### src/rtl/core/scmm_ram.sv
`default_nettype none

module scmm_ram #(
   parameter int WIDTH = 8,
   parameter int DEPTH = 256
) (
   input  wire logic                     clock,
   input  wire logic                     enable,
   input  wire logic                     write_enable,
   input  wire logic [$clog2(DEPTH)-1:0] address,
   input  wire logic [WIDTH-1:0]         write_data,
   output logic      [WIDTH-1:0]         read_data
);

   logic [WIDTH-1:0] mem [DEPTH];
   logic [WIDTH-1:0] read_data_ff;

   // read data holds until the next access
   always_ff @(posedge clock) begin
      if (enable) begin
         if (write_enable) begin
            mem[address] <= write_data;
         end
         read_data_ff <= mem[address];
      end
   end

   assign read_data = read_data_ff;

endmodule

`default_nettype wire

### config.mk
export PLATFORM = sky130hd
export DESIGN_NAME = scmm_ram
export DESIGN_NICKNAME = d
export VERILOG_FILES = /design/src/rtl/core/scmm_ram.sv
export SDC_FILE = /design/constraint.sdc
export NUM_CORES = 2
export LEC_CHECK = 0
export BUFFER_PORTS_ARGS = -buffer_cell sky130_fd_sc_hd__clkbuf_2
export CAP_MARGIN = 20
export CELL_PAD_IN_SITES_DETAIL_PLACEMENT = 1
export CELL_PAD_IN_SITES_GLOBAL_PLACEMENT = 1
export CORE_UTILIZATION = 60
export DETAILED_ROUTE_END_ITERATION = 12
export GPL_ROUTABILITY_DRIVEN = 0
export HOLD_SLACK_MARGIN = 0.08
export PLACE_DENSITY = 0.88
export SYNTH_ARGS = -nofsm -noshare
export SYNTH_HDL_FRONTEND = slang
export SYNTH_SLANG_ARGS = --single-unit
### constraint.sdc
create_clock -name clock -period 8.7 [get_ports clock]
set_input_delay 2.175 -clock clock [delete_from_list [all_inputs] [get_ports clock]]
set_output_delay 2.175 -clock clock [all_outputs]
set_load 0.005 [all_outputs]
==> results.json <==
{
  "routedWlPerCell_um": 41.00,
  "hold_ws_ps": 1106,
  "clock_skew_ps": 58.79,
  "synth_seq_cells": 2056,
  "ys_types": 21,
  "r2r_slack_ps": 5620,
  "io_buffers": 26,
  "initial_core_util_pct": 60.52,
  "synth_edf_count": 2056,
  "clkTransAtPathRegs_ps": 80,
  "synthFlopType": "edfxtp_1",
  "via_per_inst": 7.272,
  "path_class": "primary input to register",
  "htree_levels": 4,
  "intPower_w": 0.01564,
  "power_switching_w": 0.004425,
  "cts_setup_buffers": 0,
  "max_slew.worst_pin.slew_ps": 1356,
  "routed.top_layer": "met5",
  "vias": 39970,
  "setup-tns-final_ps": 0,
  "track_usage_pct": 34.69,
  "final_common_cell": "edfxtp_1",
  "layout_min_cycle_time_ps": 5868,
  "clkPwrFrac_pct": 40.9,
  "hold_buffers": 0,
  "drv_slew": 0,
  "dieArea_mm2": 0.1321,
  "fmax_mhz": 170.4,
  "coreArea_mm2": 0.1295,
  "dp.cells": 5132,
  "grt_pass1_wl_mm": 315.9,
  "maxCapViolations": 0,
  "cts_buffers": 194,
  "crit_path_end_kind": "register",
  "dr_wl_met2_mm": 111.8,
  "yosysSeqAreaShare_pct": 78.79,
  "first_iter_violations": 6678,
  "power_frac_seq_pct": 54.5,
  "hold_class": "register to register",
  "layout-drive-gt1-share_pct": 24.13,
  "worstPathCellList": "buf_8, buf_12, buf_4, mux4_2, a22oi_1, a21oi_1, o41ai_1, nand4_1",
  "crit_buf_inv": 3,
  "cts.sinks": 2056,
  "root_buffer": "clkbuf_16",
  "chipHeight_um": 363.4,
  "slowest_stage": "o41ai_1",
  "crit_path_max_fanout": 89,
  "grt_overflow": 0,
  "timing.slew.headroom_pct": 9.573,
  "status": "finished clean",
  "drt_pre_antenna_iters": 6,
  "synth_fp_nets": 3544,
  "avgSynthCellArea_um2": 22.23,
  "async_flop_share_pct": 0,
  "yosys_warnings": 0,
  "crit_family": "buffers and inverters",
  "final_cell_mix": "edfxtp_1, mux4_2, nor2_1",
  "final_cell_count_no_fill": 5496,
  "required_ps": 9210,
  "max_stage_delay_ps": 1060,
  "antenna_left": 0,
  "worstSetupStartpointType": "primary input",
  "io_pins": 27,
  "drc": 0,
  "die_x_um": 363.4,
  "final_util_pct": 66.92,
  "max-vdd-ir-drop_v": 0.0002435,
  "num_rows": 132,
  "rsz0062_at_grt": "no",
  "hpwlAfterDp_mm": 117.7,
  "cts.path.max_buffers": 3,
  "cts.repair.resized": 0,
  "leakage_nw": 26.19,
  "wl_met1_mm": 74.74,
  "met3_length_mm": 25.91,
  "nets": 3611,
  "grt_pass1_vias": 41500,
  "arrival_ps": 6380,
  "hold_viol": 0,
  "p_total_w": 0.02006,
  "area_growth_pct": 10.57,
  "setup_viol": 0,
  "routed_wl_mm": 225.4,
  "grt_max_degree": 176,
  "swShare_pct": 22.06,
  "powerDensity_mw_per_mm2": 231.6,
  "fin_crit_sh_pct": 67.45,
  "clk_latency_ps": 860,
  "tritoncts": "built",
  "netlist_area_mm2": 0.07836,
  "netlist_instances": 3525,
  "power_frac_comb_pct": 4.6,
  "antenna_found_initial": 10
}
## final cells by class
cell class | count | area, um^2
multi-input combinational | 1244 | 15800
timing repair buffer | 96 | 978.4
fill | 9937 | 42840
sequential | 2056 | 61740
tap | 1742 | 2180
clock buffer | 243 | 5102
clock inverter | 111 | 832.0
antenna | 4 | 10.01
## worst register-to-register path: cells and delay by family, from the launching register on
kind	cells	cell delay, ps
compound gates	3	1480
mux	1	510
flops	1	480
simple gates	1	260
## flip-flops by register name (all words and copies together) (netlist names)
| name | cells |
|---|---|
| read_data | 8 |
| mem | 2048 |
## metrics by stage
stage                     setup WS, ps  instance area [um^2]
after floorplan                   4265                 78360
final                             2832                 86650
after CTS                         2856                 86490
after global placement            1434                 80420
after global routing              2615                 86640
after detailed placement          2117                 80560
## logic make-up (layout without fill, tap and decap cells)
| kind of cell | Yosys count | after routing | synth area share [%] |
|---|---|---|---|
| flip-flops | 2056 | 2056 | 78.79 |
| AO/OA/AOI/OAI | 416 | 416 | 3.628 |
| AND/OR/NAND/NOR | 316 | 316 | 1.598 |
| other | 0 | 4 | 0 |
| buffers and inverters | 225 | 450 | 1.274 |
| multiplexers | 512 | 512 | 14.71 |
## Yosys cell counts (2+ instances only)
cell type / number / area (um^2)
nand2b_1: 2 / 12.51
nand3_1: 4 / 20.02
buf_2: 39 / 195.2
o41ai_1: 32 / 280.3
and2_1: 2 / 12.51
nor2_1: 259 / 972.2
a21oi_1: 128 / 640.6
nor2b_1: 6 / 37.54
mux4_2: 512 / 11530
clkbuf_1: 143 / 536.8
edfxtp_1: 2056 / 61740
buf_4: 12 / 90.09
nand2_1: 30 / 112.6
a22oi_1: 256 / 1922
buf_1: 23 / 86.33
nand4_1: 8 / 50.05
nor3b_1: 2 / 15.01
buf_6: 8 / 90.09
## metal layers
metal | vias to the layer above | GRT usage [%]
li1 | 15090 | -
met1 | 20790 | 44.33
met2 | 3322 | 56.56
met3 | 744 | 8.051
met4 | 20 | 17.37
met5 | - | 0
## power groups by stage
stage	registers, W	clock network, W	logic [W]
floorplan	0.0111	0	0.000468
global placement	0.0111	0	0.000818
detailed placement	0.0111	0	0.000870
CTS	0.0109	0.00822	0.000896
global route	0.0109	0.00848	0.000940
finish	0.0109	0.00822	0.000921
## worst paths after layout
| check | cells after the start | from | end |
|---|---|---|---|
| hold / removal | 5 | mem[210][1] | read_data[1] |
| setup / recovery | 8 | address[0] | read_data[7] |
| setup reg to reg | 5 | mem[12][2] | read_data[2] |
| hold reg to reg | 5 | mem[210][1] | read_data[1] |
Note: power is estimated with default switching activity, not from simulation.
